`config.mk`:
```
export PLATFORM = sky130hd
export DESIGN_NAME = gcp_ram
export DESIGN_NICKNAME = d
export VERILOG_FILES = /design/src/hdl/gcp_ram.sv
export SDC_FILE = /design/constraint.sdc
export NUM_CORES = 1
export LEC_CHECK = 0
export BUFFER_PORTS_ARGS = -buffer_cell sky130_fd_sc_hd__buf_2
export CAP_MARGIN = 25
export CORE_AREA = 2 2 210 212
export DETAILED_ROUTE_END_ITERATION = 10
export DIE_AREA = 0 0 212 214
export PLACE_DENSITY = 0.69
export RECOVER_POWER = 100
export SLEW_MARGIN = 20
export SYNTH_ARGS = -nofsm -noshare
export SYNTH_HDL_FRONTEND = slang
export SYNTH_SLANG_ARGS = --single-unit
```
`constraint.sdc`:
```
create_clock -name clk -period 3.65 [get_ports clk]
set_input_delay 0.365 -clock clk [delete_from_list [all_inputs] [get_ports clk]]
set_output_delay 0.365 -clock clk [all_outputs]
set_load 0.005 [all_outputs]
```
`src/hdl/gcp_ram.sv`:
```
`timescale 1ns / 1ps

module gcp_ram #(
  parameter int WIDTH = 24,
  parameter int DEPTH = 16
) (
  input  logic                     clk,
  input  logic                     we,
  input  logic [$clog2(DEPTH)-1:0] waddr,
  input  logic [WIDTH-1:0]         wdata,
  input  logic                     re,
  input  logic [$clog2(DEPTH)-1:0] raddr_a,
  input  logic [$clog2(DEPTH)-1:0] raddr_b,
  output logic [WIDTH-1:0]         rdata_a_r,
  output logic [WIDTH-1:0]         rdata_b_r
);

  logic [WIDTH-1:0] mem_r [DEPTH];

  always_ff @(posedge clk) begin
    if (we) begin
      mem_r[waddr] <= wdata;
    end
    if (re) begin
      rdata_a_r <= mem_r[raddr_a];
      rdata_b_r <= mem_r[raddr_b];
    end
  end

endmodule

```
Word-level counts from Yosys, hierarchy flattened
Memory sizes are Yosys's and may differ from the RTL's. A register that Yosys moved wholly into a read port is not among the register bits.
Index checks and enable logic that the tools add are counted.
Cells by class
  mux-type cells: 2
Operators by type and width (count)
  2-to-1 mux 1 bit: 2
Word-level totals
  register bits: 0
  bits in writable memories: 384
  input port bits: 39
  output and inout port bits: 48
  logic and storage cells: 3
  memories: 1
Memories
  mem_r: words 16, width 24, rd ports 2, clocked after Yosys merged registers in 2, wr ports 1, RTL line 18  | logic [WIDTH-1:0] mem_r [DEPTH];

Depth between registers and ports, before layout
  depth in word-level cells: 2
  depth in mapped cells: 6
  mapped depth without buffers: 3

Least setup slack after synthesis
Ideal clock, no wire load.
  path type: input to register
  start point: in waddr[2]
  end point: mem mem_r[0][0] (enable)
  setup time: 0.435 ns
  arrival time: 2.547 ns
  required time: 3.215 ns
  path slack: 0.668 ns
  stages: 2
  path buffers: 0
  cell sequence: or3b_2 nor3_1
RTL lines
  from (decl): RTL line 9  | input logic [$clog2(DEPTH)-1:0] waddr,
  to (decl): RTL line 18
No word-level cell before the write port.

==> flow_summary.toml <==
[outcome]
status = "finished with violations"
violations = "max-capacitance violations, max-slew violations"

[final_layout]
post-route-util_pct = 49.8
drive_gt1_share_pct = 31.8
final_common_cell = "edfxtp_1"
num-nets-final = 1010
mostFrequentLayoutCells = "edfxtp_1, mux4_2, a22oi_1"
area_delta_synth_final_pct = 14.2

[clocking]
postCtsHoldBufs = 0
clkSlewWorstSetupHoldPaths_ns = 0.07
cts_buffers = 44
cts_setup_buffers = 0
worstSkewPairLatency_ns = 0.56
cts_tree = "built"
clock_path_buffers = 3
post_cts_resized = 0
clockRootBuffer = "clkbuf_16"
cts-htree-levels = 2
cts_num_sinks = 432

[power_and_ir_drop]
power_density_nw_per_um2 = 518
p_clk_share_pct = 41.6
seq_power_share_pct = 51.3
p_comb_share_pct = 7.1
ir_worst_vdd_v = 0.000321
p_sw_share_pct = 21.5
p_sw_mw = 2.37
leakage_nw = 6.71
p_int_mw = 8.69

[synth]
ys_types = 15
synthCells = 865
synthTopCellsByArea = "edfxtp_1, mux4_2, a22oi_1, nand2_1, clkbuf_1"
synth_top_area_share_pct = 69.4
ys_ff_latch = 432
syn_area_um2 = 18700
avgSynthCellArea_um2 = 21.6
synth-seq-area-share_pct = 69.4
yosysTopAreaCell = "edfxtp_1"
syn_nets = 904
ys_warn_count = 0

[drt]
dr.first_iter.drc_count = 1153
drt_first_pass_iters = 5
routedWlPerCell_um = 29.0
avgViaCountPerCell = 6.15
wirelength_um = 46100
drc = 0
ant_nets = 0
routed-via-count = 9768

[sta]
hold_viol = 0
fin_crit_ns = 2.55
maxSlewViolCount = 112
finClkSkew_ns = 0.0126
worstMarginPinSlew_ns = 1.75
relSlewSlack_pct = -17.3
rsz0062_at_grt = "no"
max_freq_mhz = 393
setup_viol = 0
post-route-period-util_pct = 69.8
tns_ns = 0

[setup_path]
crit_arrival_ns = 2.83
setup.worst_path.class = "input port to flop"
cp-start-kind = "input port"
cpMaxStageDelayCell = "clkbuf_2"
path_delay_family = "buffers and inverters"
cp_data_required_time_ns = 3.94
path_buf_inv = 2
cp-end-kind = "flop"
path_max_fanout = 23
critPathMostFrequentCell = "clkbuf_2"
slowest_delay_ns = 0.79
crit_chain = "clkbuf_2 > clkbuf_2 > mux4_2 > a22oi_1 > nand2_1"

[grt]
grt_pass1_wl_um = 67700
grt_antenna_before_repair = 3
gr-total-overflow = 0
grt_max_degree = 47
grt_pass1_vias = 10277
track_usage_pct = 20.8

[floorplanning]
design.core.area_um2 = 42900
fp.dieArea_um2 = 45400
fp.dieW_um = 212
initial_utilization_pct = 43.6
chipHeight_um = 214
ios = 87
placementRows = 76

[place]
io_buffers = 86
routabilityCongestion = 0.745
place.detailed.hpwl_um = 26200

[min_path]
hp-class = "input port to flop"

[flow_run]
maxCapViolCount = 7
registers in the layout, indices dropped and copies added (netlist names):
| register | flops |
|---|---|
| mem_r | 384 |
| rdata_a_r | 24 |
| rdata_b_r | 24 |
worst register-to-register path, stage by stage, from the launching register on:
cell and delay [ns]:
edfxtp_1 0.41, mux4_2 0.49, a22oi_1 0.22, nand2_1 0.14
cell families after synthesis:
family	after synthesis	synth area share, %
DFF	432	69.4
muxes	192	23.1
AOI/OAI and AO/OA	96	3.85
and+or+nand+nor	79	1.79
buffers and inverters	66	1.87
routing by layer:
layer | GRT usage (%) | routed length [µm] | part of all wire, %
met5 | 0 | 23 | 0.050
met4 | 5.77 | 973 | 2.1
met3 | 4.25 | 3750 | 8.1
met2 | 33.9 | 23300 | 51
met1 | 28.6 | 18000 | 39
path summary, 6_finish.rpt:
check                     from             to  slack, ns  cells past startpoint
setup / recovery    raddr_b[0]  rdata_b_r[21]       1.10                      5
hold / removal        wdata[8]    mem_r[0][8]       0.30                      1
setup reg to reg  mem_r[3][19]  rdata_a_r[19]       2.11                      3
hold reg to reg    mem_r[6][8]   rdata_a_r[8]       0.77                      3
through the flow:
stage	power (mW)	hold WS, ns	setup WS [ns]	area (µm²)	std cells
floorplan	6.25	0.464	0.668	18700	865
global placement	6.57	0.742	1.25	20000	1507
detailed placement	6.58	0.746	1.24	20100	1508
CTS	11.2	0.150	1.82	21500	1586
global route	11.4	0.320	0.870	21400	1588
finish	11.1	0.298	1.10	21400	1589
synth_stat cells, drive strengths merged:
library cell / number
a22oi: 96
and2: 2
buf: 31
clkbuf: 35
edfxtp: 432
mux4: 192
nand2: 49
nand2b: 2
nand3: 1
nand3b: 2
nor2: 14
nor2b: 4
nor3: 4
or3b: 1
area by class of cell:
| class | count | area, µm² |
|---|---|---|
| flip-flops and latches | 432 | 13000 |
| fillers | 3428 | 21500 |
| multi-input cells | 367 | 5440 |
| diodes | 1 | 2.50 |
| repair buffers | 126 | 746 |
| clock buffers | 52 | 1130 |
| well taps | 585 | 732 |
| clock inverters | 26 | 333 |
power by group through the flow:
| stage | Clock [mW] | Combinational (mW) | Sequential (mW) |
|---|---|---|---|
| after floorplan | 0 | 0.484 | 5.76 |
| after global placement | 0 | 0.798 | 5.77 |
| after detailed placement | 0 | 0.808 | 5.77 |
| after CTS | 4.68 | 0.809 | 5.67 |
| after global routing | 4.87 | 0.845 | 5.68 |
| final | 4.60 | 0.789 | 5.67 |
Power figures use the tool's default switching activity.
