`src/hdl/gcp_divpipe.sv`:
```
`timescale 1ns / 1ps

module gcp_divpipe #(
  parameter int N_W = 16,
  parameter int D_W = 8,
  parameter int Q_W = 8,
  parameter int LANES = 1,
  parameter int SB_W = 1
) (
  input  logic                            clk,
  input  logic                            rst_n,
  input  logic                            en,
  input  logic                            in_v,
  input  logic [LANES-1:0][N_W-1:0]       num,
  input  logic [D_W-1:0]                  den,
  input  logic [SB_W-1:0]                 sb_in,
  output logic                            out_v,
  output logic [LANES-1:0][Q_W-1:0]       quo,
  output logic [LANES-1:0][N_W-1:0]       rem,
  output logic [SB_W-1:0]                 sb_out
);

  localparam int W = N_W + D_W + Q_W;

  logic [Q_W:0]                v_r;
  logic [LANES-1:0][N_W-1:0]   rem_r [Q_W+1];
  logic [LANES-1:0][Q_W-1:0]   quo_r [Q_W+1];
  logic [SB_W-1:0]             sb_r  [Q_W+1];

  always_ff @(posedge clk) begin
    if (!rst_n) begin
      v_r[0] <= 1'b0;
    end else if (en) begin
      v_r[0] <= in_v;
    end
  end

  always_ff @(posedge clk) begin
    if (en) begin
      rem_r[0] <= num;
      quo_r[0] <= '0;
      sb_r[0] <= sb_in;
    end
  end

  for (genvar s = 0; s < Q_W; s++) begin : g_stage
    localparam int B = Q_W - 1 - s;
    logic [W-1:0]              shd;
    logic [LANES-1:0]          ge;
    logic [LANES-1:0][N_W-1:0] rem_nxt;
    logic [LANES-1:0][Q_W-1:0] quo_nxt;

    assign shd = W'(den) << B;

    always_comb begin
      for (int l = 0; l < LANES; l++) begin
        ge[l] = W'(rem_r[s][l]) >= shd;
        rem_nxt[l] = ge[l] ? N_W'(W'(rem_r[s][l]) - shd) : rem_r[s][l];
        quo_nxt[l] = (quo_r[s][l] << 1) | Q_W'(ge[l]);
      end
    end

    always_ff @(posedge clk) begin
      if (!rst_n) begin
        v_r[s+1] <= 1'b0;
      end else if (en) begin
        v_r[s+1] <= v_r[s];
      end
    end

    always_ff @(posedge clk) begin
      if (en) begin
        rem_r[s+1] <= rem_nxt;
        quo_r[s+1] <= quo_nxt;
        sb_r[s+1] <= sb_r[s];
      end
    end
  end

  assign out_v = v_r[Q_W];
  assign quo = quo_r[Q_W];
  assign rem = rem_r[Q_W];
  assign sb_out = sb_r[Q_W];

endmodule
```
`config.mk`:
```
export PLATFORM = sky130hd
export DESIGN_NAME = gcp_divpipe
export DESIGN_NICKNAME = d
export VERILOG_FILES = /design/src/hdl/gcp_divpipe.sv
export SDC_FILE = /design/constraint.sdc
export NUM_CORES = 1
export LEC_CHECK = 0
export BUFFER_PORTS_ARGS = -buffer_cell sky130_fd_sc_hd__buf_2
export CAP_MARGIN = 20
export CORE_ASPECT_RATIO = 1.5
export CORE_MARGIN = 3
export CORE_UTILIZATION = 56
export DETAILED_ROUTE_END_ITERATION = 12
export GPL_TIMING_DRIVEN = 0
export PLACE_DENSITY = 0.81
export SLEW_MARGIN = 20
export SYNTH_ARGS = -nofsm -noshare
export SYNTH_HDL_FRONTEND = slang
export SYNTH_SLANG_ARGS = --single-unit
```
`constraint.sdc`:
```
create_clock -name clk -period 2.37 [get_ports clk]
set_input_delay 0.1185 -clock clk [delete_from_list [all_inputs] [get_ports clk]]
set_output_delay 0.1185 -clock clk [all_outputs]
set_load 0.03 [all_outputs]
```
# == Word-level counts from Yosys, hierarchy flattened ==
# Memories as Yosys holds them, arrays and structs flattened.
# Index checks and enable logic that the tools add are counted.
# W data, S select, Z words.
# classes
muxes,10
add_sub_neg,8
n_lt_le_gt_ge,8
bitwise_logic,8
# ops
cell,n
$mux W16,8
$or A8 B1 Y8,8
$ge A16 B10 Y1,1
$ge A16 B11 Y1,1
$ge A16 B12 Y1,1
$ge A16 B13 Y1,1
$ge A16 B14 Y1,1
$ge A16 B15 Y1,1
$ge A16 B8 Y1,1
$ge A16 B9 Y1,1
$sub A16 B10 Y16,1
$sub A16 B11 Y16,1
$sub A16 B12 Y16,1
$sub A16 B13 Y16,1
$sub A16 B14 Y16,1
$sub A16 B15 Y16,1
$sub A16 B8 Y16,1
$sub A16 B9 Y16,1
$mux W1,2
# word_totals
out_inout_bits,26
memories,3
inputBits,29
ram_bits,225
ff_bits,9
wordCells,46
# mem_list
name,words,word_bits,rd,rd_clocked_by_memory_dff,wr,line,rtl
rem_r,9,16,9,0,9,26,logic [LANES-1:0][N_W-1:0] rem_r [Q_W+1];
quo_r,9,8,9,0,9,27,logic [LANES-1:0][Q_W-1:0] quo_r [Q_W+1];
sb_r,9,1,9,0,9,28,logic [SB_W-1:0] sb_r [Q_W+1];

# == Logic depth before layout (Yosys ltp) ==
# Gate-level depths: netlist of run 1.
# An unclocked memory read counts as a cell.
# logic_depth
depth_word,3
mapped_depth,10
ltp_nobuf,9

# == Worst setup path after synthesis of run 1 ==
# Ideal clock, no wire load.
# synth_path
kind,register to register
start,memory rem_r[7][0] (netlist name)
end,"memory rem_r[8][11] (netlist name), data pin"
synth_period_minus_slack_ps,2606
setup_ps,258
required_ps,2112
n_path_buf,0
arrival_time_ps,2349
stages_incl_launch_ff,10
slack_ps,-236
cell_sequence,edfxtp_1 inv_1 ha_1 fa_1 nor2b_1 o31ai_1 a31oi_1 o211ai_1 or4_1 xnor2_1
# synth_rtl
element,line
"start, declared",26

==> out/results.tsv, run 1 <==
stage	metric	value	unit
status	status	complete, but fails checks	
status	violations	setup timing	
placement	gp_congestion	0.8062	
global_routing	grt_pass1_wl	35840	µm
critical_path	crit_buf_inv	3	
floorplanning	dieArea	0.02047	mm²
floorplanning	core-area	0.01817	mm²
timing	fin_ws	-132.3	ps
clock_network	cts_buffer_depth	2	
routing	met3WireLength	824	µm
global_routing	grtUsageTotal	21.90	%
finish	fill_cells	1183	
finish	multi_input_area	0.005037	mm²
global_routing	grt_max_degree	97	
timing	hold_violations	0	
power_and_ir_drop	power_frac_seq	40.8	%
floorplanning	rows	60	
timing	rsz0062_at_grt	yes	
finish	stdcell_area	0.01311	mm²
critical_path	start_kind	flop	
power_and_ir_drop	ir_worst_vdd	0.5408	mV
run	cap_violations	0	
yosys	ys_top_cells_by_count	edfxtp_1 (189), o21ai_0 (73), nand2_1 (68), ha_1 (64), nor2_1 (62)	
yosys	synth.distinct_cells	66	
critical_path	crit_fanout	5	
power_and_ir_drop	switching_share	33.87	%
critical_path	cp_cell_sequence	inv_2 > ha_4 > fa_2 > nor2b_4 > o31a_1 > o41a_1 > nor3_4 > buf_12 > buf_12 > nor2_2 > xor2_1	
critical_path	rrSetupSlack	-130	ps
placement	io_buffers	54	
hold_path	min_path_cells	1	
timing	clock.fmax	0.3996	GHz
global_routing	grt_overflow	0	
yosys	netlist_instances	875	
yosys	yosysSeqAreaShare	55.75	%
timing	fin_crit_sh	105.6	%
critical_path	slowest_delay	390	ps
yosys	syn-num-nets	976	
global_routing	antenna_found_initial	0	
finish	diodes	0	
critical_path	path_delay_family	compound AO/OA/AOI/OAI gates	
routing	avgRoutedWirePerCell	18.04	µm
placement	dp.cells	1178	
power_and_ir_drop	p_clk_share	23.8	%
routing	vias	7634	
yosys	synth_ff_type	edfxtp_1	
power_and_ir_drop	switching_power	4.355	mW
floorplanning	die_y	173.7	µm
routing	wl_met1	7692	µm
yosys	synth_warnings	0	
yosys	synthArstFlopShare	0	%
routing	dr.pass1.iters	5	
power_and_ir_drop	p_int	8.504	mW
critical_path	startpoint	rem_r[5][2]	
yosys	syn_avg_cell_area	12.00	µm²
routing	top_layer	met4	
timing	slew_violations	0	
clock_network	clk_pin_slew_worst_paths	80	ps
timing	tightest_slew	759.2	ps
routing	antenna_left	0	
global_routing	grt_pass1_vias	7923	
floorplanning	start_util	57.81	%
floorplanning	die_w	117.8	µm
critical_path	r2r_cells	11	
yosys	synth_seq_cells	198	
routing	viasPerCell	5.950	
clock_network	cts-root-buf	clkbuf_16	
yosys	synth-edff-count	189	
clock_network	clk-insertion-delay-late	440	ps
routing	wl_met2	13540	µm
yosys	synth.top_cell.area_share	54.04	%
yosys	yosysMostFrequentCell	edfxtp_1	
floorplanning	ioPinCount	55	
timing	skew	9.397	ps
finish	area_growth	24.86	%
timing	setup_viol	22	
hold_path	hp-class	primary input to flop	
critical_path	critPathArrivalTime	2680	ps
yosys	synth_area	0.01050	mm²
yosys	synth.area.top_cells	edfxtp_1 (54%), ha_1 (7.6%), o21ai_0 (3.5%)	
routing	routed_wl	23140	µm
yosys	synth_area_leader_cell	edfxtp_1	
placement	dp_hpwl	14760	µm
critical_path	path_depth	11	
clock_network	htreeDepth	4	
critical_path	crit_path_end	rem_r[6][11]	
finish	final_cells	1283	
critical_path	worstSetupPathType	flop to flop	
routing	drcViolationCount	0	
critical_path	cp.required	2550	ps
critical_path	cp_slowest_cell	edfxtp_1	
finish	seqCellArea	0.005856	mm²
clock_network	numCtsBuffers	17	
timing	maxSlewHeadroom	49.39	%
timing	fin_crit	2502	ps
critical_path	cpMostUsedCell	buf_12	
finish	fin_nets	1123	
power_and_ir_drop	powerDensity	980.6	mW/mm²
power_and_ir_drop	p_leak	4.858	nW
finish	drive_gt1_share	24.93	%
clock_network	cts_tree	yes	
critical_path	reg2reg_to	rem_r[6][11]	
power_and_ir_drop	power_frac_comb	35.4	%
critical_path	cp-end-kind	flop	
critical_path	worstReg2RegStart	rem_r[5][2]	
routing	first_iter_violations	483	
placement	place_area	0.01116	mm²
clock_network	cts.sinks	198	
placement	dp_slack	-954.5	ps
## power by group through the flow
| stage | registers (mW) | clock network (mW) | logic (mW) |
|---|---|---|---|
| 2_1_floorplan | 5.36 | 0 | 2.57 |
| 3_3_place_gp | 5.26 | 0 | 3.41 |
| 3_5_place_dp | 5.29 | 0 | 3.55 |
| 4_1_cts | 5.19 | 3.10 | 4.08 |
| 5_1_grt | 5.32 | 3.24 | 4.95 |
| 6_report | 5.25 | 3.06 | 4.55 |
## kinds of logic (layout without fill, tap and decap cells)
| logic type | count (synthesis) | in the layout | share of synthesized area (%) |
|---|---|---|---|
| XOR/XNOR | 62 | 62 | 5.170 |
| AO/OA/AOI/OAI | 212 | 212 | 12.82 |
| AND/OR/NAND/NOR | 248 | 248 | 12.41 |
| flip-flops | 198 | 198 | 55.75 |
| adder cells (fa/ha/maj) | 72 | 72 | 9.149 |
| multiplexers | 23 | 23 | 2.407 |
| buffers and inverters | 60 | 220 | 2.287 |
## through the flow
stage                     hold slack, ps  util [%]  power, mW  setup TNS (ps)
after global routing               210.8     72.18      13.51           -3987
after detailed placement           296.8     61.44      8.842          -52770
after floorplan                    217.4         -      7.935          -46.99
after CTS                          227.8     69.41      12.37           -2734
after global placement             294.7     61.23      8.666         -294450
final                              198.5     72.18      12.86           -1744
## layer usage
metal  global-route usage (%)  vias to the layer above
met2                    44.95                      271
met1                    19.58                     3692
met3                    3.624                       86
li1                         -                     3585
met4                    11.93                        0
met5                        0                        -
## worst min path at each step
stage	start	slack [ps]	end
finish	en	200	quo_r[0][17]
global route	en	210	quo_r[0][17]
CTS	en	230	quo_r[0][8]
detailed placement	num[9]	300	rem_r[0][9]
global placement	num[2]	290	rem_r[0][2]
floorplan	num[0]	220	rem_r[0][0]
## layout by cell type (no fill, tap or decap), types with 20 or more instances in the layout
| master | instances |
|---|---|
| buf_4 | 44 |
| a21oi_1 | 42 |
| xnor2_1 | 34 |
| buf_2 | 52 |
| o21ai_0 | 54 |
| nor2b_1 | 20 |
| inv_1 | 43 |
| xor2_1 | 28 |
| ha_1 | 43 |
| edfxtp_1 | 189 |
| nand2_1 | 58 |
| nor2_1 | 59 |
| dlygate4sd3_1 | 20 |
## state kept, by name, indices dropped and copies added (netlist names)
register and flops:
quo_r 36, sb_r 9, v_r 8, rem_r 144, out_v 1
## area by class of cell
cell class / instances / share of cell area [%]
Inverter: 47 / 1.374
Multi-Input combinational cell: 617 / 38.41
Sequential cell: 198 / 44.65
Clock buffer: 17 / 3.244
Clock inverter: 15 / 1.574
Timing Repair Buffer: 128 / 7.499
Tap cell: 248 / 2.366
Buffer: 13 / 0.8778
## worst register-to-register path: cells and delay by family, from the launching register on
| kind | cells | cell delay, ps |
|---|---|---|
| DFF | 1 | 390 |
| buffers and inverters | 3 | 360 |
| AOI/OAI and AO/OA | 2 | 720 |
| and+or+nand+nor | 3 | 290 |
| xor gates and xnor gates | 1 | 140 |
| adders and majority gates | 2 | 360 |
## timing repair
action,in CTS,in global routing
gates cloned,2,0
buffers inserted,34,18
endpoints found under the hold margin,26,0
hold buffers,20,0
gates resized for setup,66,91
setup endpoints to repair,97,81
pin swaps,19,34
(Power assumes the default switching activity.)
==> run 2: changes to the inputs <==
--- a/config.mk
+++ b/config.mk
@@ -13,6 +13,7 @@
 export DETAILED_ROUTE_END_ITERATION = 12
 export GPL_TIMING_DRIVEN = 0
 export PLACE_DENSITY = 0.81
+export RECOVER_POWER = 25
 export SLEW_MARGIN = 20
 export SYNTH_ARGS = -nofsm -noshare
 export SYNTH_HDL_FRONTEND = slang
==> out/results.tsv, run 2 (synthesis gave the netlist of run 1 again) <==
stage	metric	value	unit	change
status	violations	setup timing		
timing	hold_slack	198.3	ps	-0.2240 ps
critical_path	cp.required	2550	ps	about the same
placement	dp_hpwl	14760	µm	unchanged
global_routing	grt_pass1_wl	35840	µm	unchanged
clock_network	clk_pin_slew_worst_paths	80	ps	about the same
power_and_ir_drop	powerDensity	980.6	mW/mm²	about the same
floorplanning	core-area	0.01817	mm²	unchanged
timing	rsz0062_at_grt	yes		
finish	seqCellArea	0.005856	mm²	unchanged
global_routing	grt_overflow	0		unchanged
finish	fin_nets	1123		unchanged
timing	maxSlewHeadroom	49.37	%	about the same
placement	io_buffers	54		unchanged
timing	tightest_slew	759.4	ps	+0.2219 ps
finish	mostFrequentLayoutCell	edfxtp_1		
hold_path	worstHoldStart	en		
critical_path	crit_fanout	5		unchanged
clock_network	clk-insertion-delay-late	440	ps	about the same
timing	clock.fmax	0.3996	GHz	unchanged
timing	hold_violations	0		unchanged
hold_path	hold_end	quo_r[0][17]		
power_and_ir_drop	p_clk_share	23.8	%	about the same
finish	largest_register_ffs	144		unchanged
power_and_ir_drop	switching_power	4.355	mW	about the same
global_routing	grt_max_degree	97		unchanged
routing	routed_wl	23140	µm	about the same
power_and_ir_drop	ir_worst_vdd	0.5408	mV	about the same
global_routing	grt_pass1_vias	7923		unchanged
power_and_ir_drop	finalPower	12.86	mW	about the same
critical_path	start_kind	flop		
timing	fin_crit	2502	ps	unchanged
timing	setup_viol	22		unchanged
status	status	complete, but fails checks		
floorplanning	ioPinCount	55		unchanged
hold_path	min_path_cells	1		unchanged
floorplanning	rows	60		unchanged
floorplanning	die_y	173.7	µm	unchanged
placement	gp_congestion	0.8062		unchanged
finish	final_core_util	72.18	%	unchanged
critical_path	rrSetupSlack	-130	ps	about the same
floorplanning	dieArea	0.02047	mm²	unchanged
power_and_ir_drop	power_frac_seq	40.8	%	about the same
clock_network	cts_buffer_depth	2		unchanged
clock_network	numCtsBuffers	17		unchanged
finish	drive_gt1_share	24.93	%	unchanged
power_and_ir_drop	power_frac_comb	35.4	%	about the same
routing	dr.pass1.iters	5		unchanged
run	cap_violations	0		unchanged
clock_network	cts.sinks	198		unchanged
hold_path	hp-class	primary input to flop		
finish	area_growth	24.86	%	unchanged
power_and_ir_drop	switching_share	33.87	%	about the same
routing	viasPerCell	5.948		about the same
routing	vias	7631		-0.039%
global_routing	grtUsageTotal	21.90	%	unchanged
finish	multi_input_area	0.005037	mm²	unchanged
timing	fin_ws	-132.3	ps	unchanged
clock_network	cts_tree	yes		
power_and_ir_drop	p_int	8.504	mW	about the same
floorplanning	die_w	117.8	µm	unchanged
timing	skew	9.397	ps	unchanged
floorplanning	start_util	57.81	%	unchanged
timing	fin_crit_sh	105.6	%	unchanged
power_and_ir_drop	p_leak	4.858	nW	unchanged
finish	final_cells	1283		unchanged
critical_path	reg2reg_to	rem_r[6][11]		
global_routing	antenna_found_initial	0		unchanged
placement	dp.cells	1178		unchanged
finish	top_register	rem_r		
routing	first_iter_violations	483		unchanged
timing	setup-tns-final	-1744	ps	unchanged
critical_path	worstReg2RegStart	rem_r[5][2]		
finish	reg_top3	rem_r (144), quo_r (36), sb_r (9)		
critical_path	r2r_cells	11		unchanged
routing	avgRoutedWirePerCell	18.04	µm	about the same
clock_network	cts-root-buf	clkbuf_16		
timing	slew_violations	0		unchanged
routing	antenna_left	0		unchanged
finish	fill_cells	1183		unchanged
critical_path	worstSetupPathType	flop to flop		
critical_path	critPathArrivalTime	2680	ps	about the same
clock_network	htreeDepth	4		unchanged
routing	drcViolationCount	0		unchanged
critical_path	cp-end-kind	flop		
finish	diodes	0		unchanged
finish	final_cell_mix	edfxtp_1 (189), nor2_1 (59), nand2_1 (58)		
-- run 2: cell counts in the layout (fill, tap and decap cells not counted) --
Identical to the previous run, type by type.
-- run 2: cell type report --
class                   instances  share of cell area (%)
flip-flops and latches        198                   44.65
multi-input cells             617                   38.41
repair buffers                128                   7.499
clock buffers                  17                   3.244
well taps                     248                   2.366
clock inverters                15                   1.574
inverters                      47                   1.374
plain buffers                  13                  0.8778
-- run 2: power by group through the flow --
stage / logic [mW] / registers [mW] / clock network [mW]
3_3_place_gp: 3.41 / 5.26 / 0
5_1_grt: 4.95 / 5.32 / 3.24
3_5_place_dp: 3.55 / 5.29 / 0
2_1_floorplan: 2.57 / 5.36 / 0
6_report: 4.55 / 5.25 / 3.06
4_1_cts: 4.08 / 5.19 / 3.10
-- run 2: worst max path at each step --
stage	start	to	slack, ps	cells past startpoint
after floorplan	rem_r[7][0]	rem_r[8][11]	-50	9
after global placement	en	v_r[2]	-1740	4
after detailed placement	den[1]	rem_r[3][6]	-950	9
after CTS	rem_r[5][2]	rem_r[6][13]	-170	11
after global routing	rem_r[5][2]	rem_r[6][11]	-200	11
final	rem_r[5][2]	rem_r[6][11]	-130	11
-- run 2: repair_timing --
action	CTS	global route
hold endpoints to repair	26	0
hold buffers	20	0
endpoints found under the setup margin	97	81
gates resized for setup	66	91
gates cloned	2	0
pin swaps	19	34
setup buffers	34	18
-- run 2: stage by stage --
stage / setup slack (ps) / cell area (µm²)
floorplan: -46.99 / 10540
global placement: -1738 / 11120
detailed placement: -954.5 / 11160
CTS: -171.9 / 12610
global route: -202.8 / 13110
finish: -132.3 / 13110
-- run 2: metal layers --
metal / wire, µm / vias up / GRT usage (%)
li1: - / 3585 / -
met5: 0 / - / 0
met1: 7694 / 3689 / 19.58
met4: 1089 / 0 / 11.93
met2: 13540 / 271 / 44.95
met3: 824 / 86 / 3.624
-- run 2: worst max-delay path, cell delays in order, from the launching register on --
cell      delay (ps)
edfxtp_1         390
inv_2             90
ha_4             130
fa_2             230
nor2b_4           60
o31a_1           330
o41a_1           390
nor3_4           180
buf_12           160
buf_12           110
nor2_2            50
xor2_1           140
==> run 3: changes to the inputs <==
--- a/config.mk
+++ b/config.mk
@@ -5,11 +5,13 @@
 export SDC_FILE = /design/constraint.sdc
 export NUM_CORES = 1
 export LEC_CHECK = 0
+export ABC_AREA = 1
 export BUFFER_PORTS_ARGS = -buffer_cell sky130_fd_sc_hd__buf_2
 export CAP_MARGIN = 20
 export CORE_ASPECT_RATIO = 1.5
 export CORE_MARGIN = 3
 export CORE_UTILIZATION = 56
+export CTS_CLUSTER_SIZE = 14
 export DETAILED_ROUTE_END_ITERATION = 12
 export GPL_TIMING_DRIVEN = 0
 export PLACE_DENSITY = 0.81
==> out/results.tsv, run 3 <==
stage	metric	value	unit	change
timing	skew	16.43	ps	+7.034 ps
critical_path	rrSetupSlack	150	ps	+280 ps
yosys	syn_avg_cell_area	8.629	µm²	-28%
routing	viasPerCell	5.427		-8.8%
yosys	synth.distinct_cells	41		-38%
yosys	synth.area.top_cells	edfxtp_1 (49%), nand2_1 (14%), ha_1 (6.9%)		
timing	fin_crit_sh	93.61	%	-12 points
placement	dp_slack	18.00	ps	+972.5 ps
yosys	synthArstFlopShare	0	%	unchanged
clock_network	post_cts_buffers	0		-100%
critical_path	cp.required	2570	ps	+20 ps
yosys	synth_ff_type	edfxtp_1		
yosys	synth_seq_cells	198		unchanged
floorplanning	die_w	123.9	µm	+5.2%
status	status	completed		
yosys	netlist_instances	1354		+55%
power_and_ir_drop	powerDensity	960.5	mW/mm²	-2.0%
placement	dp_hpwl	18920	µm	+28%
placement	io_buffers	54		unchanged
timing	hold_violations	0		unchanged
timing	setup_viol	0		-100%
routing	antenna_left	0		unchanged
clock_network	cts_tree	yes		
global_routing	grt_overflow	0		unchanged
finish	mostFrequentLayoutCell	nand2_1		
routing	routed_wl	25470	µm	+10%
yosys	synth.top_cell.area_share	48.58	%	-5.5 points
finish	diodes	0		unchanged
global_routing	grtUsageTotal	24.02	%	+2.1 points
power_and_ir_drop	ir_worst_vdd	0.6005	mV	+11%
hold_path	hp-class	primary input to flop		
floorplanning	ioPinCount	55		unchanged
clock_network	clk-insertion-delay-late	450	ps	about the same
finish	largest_register_ffs	144		unchanged
routing	avgRoutedWirePerCell	14.77	µm	-18%
finish	final_core_util	64.38	%	-7.8 points
finish	final_cell_mix	nand2_1 (440), edfxtp_1 (189), inv_1 (187)		
finish	final_cells	1724		+34%
clock_network	cts.sinks	198		unchanged
critical_path	critPathArrivalTime	2410	ps	-270 ps
run	cap_violations	0		unchanged
routing	drcViolationCount	0		unchanged
clock_network	clk_pin_slew_worst_paths	80	ps	about the same
critical_path	worstSetupPathType	flop to flop		
yosys	synth_warnings	0		unchanged
global_routing	grt_max_degree	101		+4.1%
power_and_ir_drop	p_leak	6.040	nW	+24%
timing	clock.fmax	0.4507	GHz	+13%
placement	gp_congestion	0.9020		+12%
yosys	syn-num-nets	1455		+49%
timing	fin_crit	2219	ps	-283.8 ps
floorplanning	dieArea	0.02267	mm²	+11%
floorplanning	core-area	0.02042	mm²	+12%
timing	rsz0062_at_grt	no		
routing	dr.pass1.iters	5		unchanged
global_routing	grt_pass1_vias	9863		+24%
finish	reg_top3	rem_r (144), quo_r (36), sb_r (9)		
finish	area_growth	12.52	%	
clock_network	cts-root-buf	clkbuf_16		
clock_network	htreeDepth	4		unchanged
global_routing	grt_pass1_wl	42450	µm	+18%
floorplanning	die_y	182.9	µm	+5.3%
finish	fin_nets	1549		+38%
timing	maxSlewHeadroom	49.86	%	+0.48 points
timing	slew_violations	0		unchanged
yosys	ys_top_cells_by_count	nand2_1 (440), edfxtp_1 (189), inv_1 (187), nor2_1 (124), nand3_1 (85)		
clock_network	numCtsBuffers	17		unchanged
yosys	synth-edff-count	189		unchanged
timing	tightest_slew	752.1	ps	-7.270 ps
critical_path	cp-end-kind	flop		
critical_path	crit_fanout	10		+5
yosys	yosysSeqAreaShare	50.12	%	-5.6 points
yosys	yosysMostFrequentCell	nand2_1		
finish	drive_gt1_share	10.07	%	-15 points
timing	fin_ws	151.4	ps	+283.8 ps
timing	hold_slack	205.1	ps	+6.784 ps
routing	vias	9356		+23%
placement	dp.cells	1673		+42%
floorplanning	start_util	57.22	%	-0.59 points
yosys	synth_area	0.01168	mm²	+11%
finish	fill_cells	1692		+43%
yosys	synth_area_leader_cell	edfxtp_1		
clock_network	cts_buffer_depth	2		unchanged
floorplanning	rows	64		+6.7%
finish	top_register	rem_r		
global_routing	antenna_found_initial	0		unchanged
critical_path	start_kind	flop		
routing	first_iter_violations	560		+16%
## run 3: per-stage QoR
| step | cell area, µm² | TNS, ps | power (mW) |
|---|---|---|---|
| after floorplan | 11680 | 0 | 8.395 |
| after global placement | 12280 | -261620 | 9.269 |
| after detailed placement | 12320 | 0 | 9.470 |
| after CTS | 13150 | 0 | 12.62 |
| after global routing | 13150 | 0 | 13.50 |
| final | 13150 | 0 | 12.63 |
## run 3: metal layers
metal  routed length, µm  part of all wire (%)  global-route usage [%]
met5                   0                     0                       0
met4                1892                   7.4                   17.06
met3                 869                   3.4                   4.412
met2               14660                    58                   47.02
met1                8051                    32                   20.74
## run 3: worst paths after layout
check | start | end | cells after the start
setup / recovery | rem_r[3][4] | rem_r[4][11] | 10
hold / removal | en | sb_r[0][0] | 1
setup reg to reg | rem_r[3][4] | rem_r[4][11] | 10
hold reg to reg | sb_r[0][7] | sb_r[1][0] | 0
## run 3: layout make-up
cell class              count  area, µm²  share of cell area (%)
plain buffers               9      82.58                  0.6282
clock buffers              18      429.2                   3.264
clock inverters            13      195.2                   1.485
inverters                 196      738.2                   5.615
multi-input cells         951       5007                   38.09
flip-flops and latches    198       5856                   44.54
well taps                 264      330.3                   2.513
repair buffers             75      508.0                   3.864
## run 3: report_power, final
| group | switching (mW) | leakage [nW] | internal, mW |
|---|---|---|---|
| Combinational | 2.85 | 3.84 | 1.55 |
| Clock | 1.34 | 0.301 | 1.78 |
| Sequential | 0.380 | 1.89 | 4.72 |
## run 3: repair_timing
item                                   in CTS  in global routing
setup endpoints to repair                   0                  2
hold buffers                               20                  0
gates resized for setup                     0                  2
endpoints found under the hold margin      26                  0
## run 3: cells by family after synthesis
| kind of cell | after synthesis | share of synthesized area (%) |
|---|---|---|
| adders and majority gates | 72 | 8.224 |
| AOI/OAI and AO/OA | 120 | 5.611 |
| DFF | 198 | 50.12 |
| and+or+nand+nor | 724 | 26.40 |
| buffers and inverters | 205 | 7.025 |
| xor gates and xnor gates | 35 | 2.624 |
## run 3: critical path, cell delays in order (launching register included)
cell and delay, ps:
edfxtp_1 350, inv_1 50, ha_1 230, fa_1 430, o21ai_2 300, nand2_2 110, nand3_4 150, inv_4 80
buf_12 150, nand2_2 50, nand2_1 60
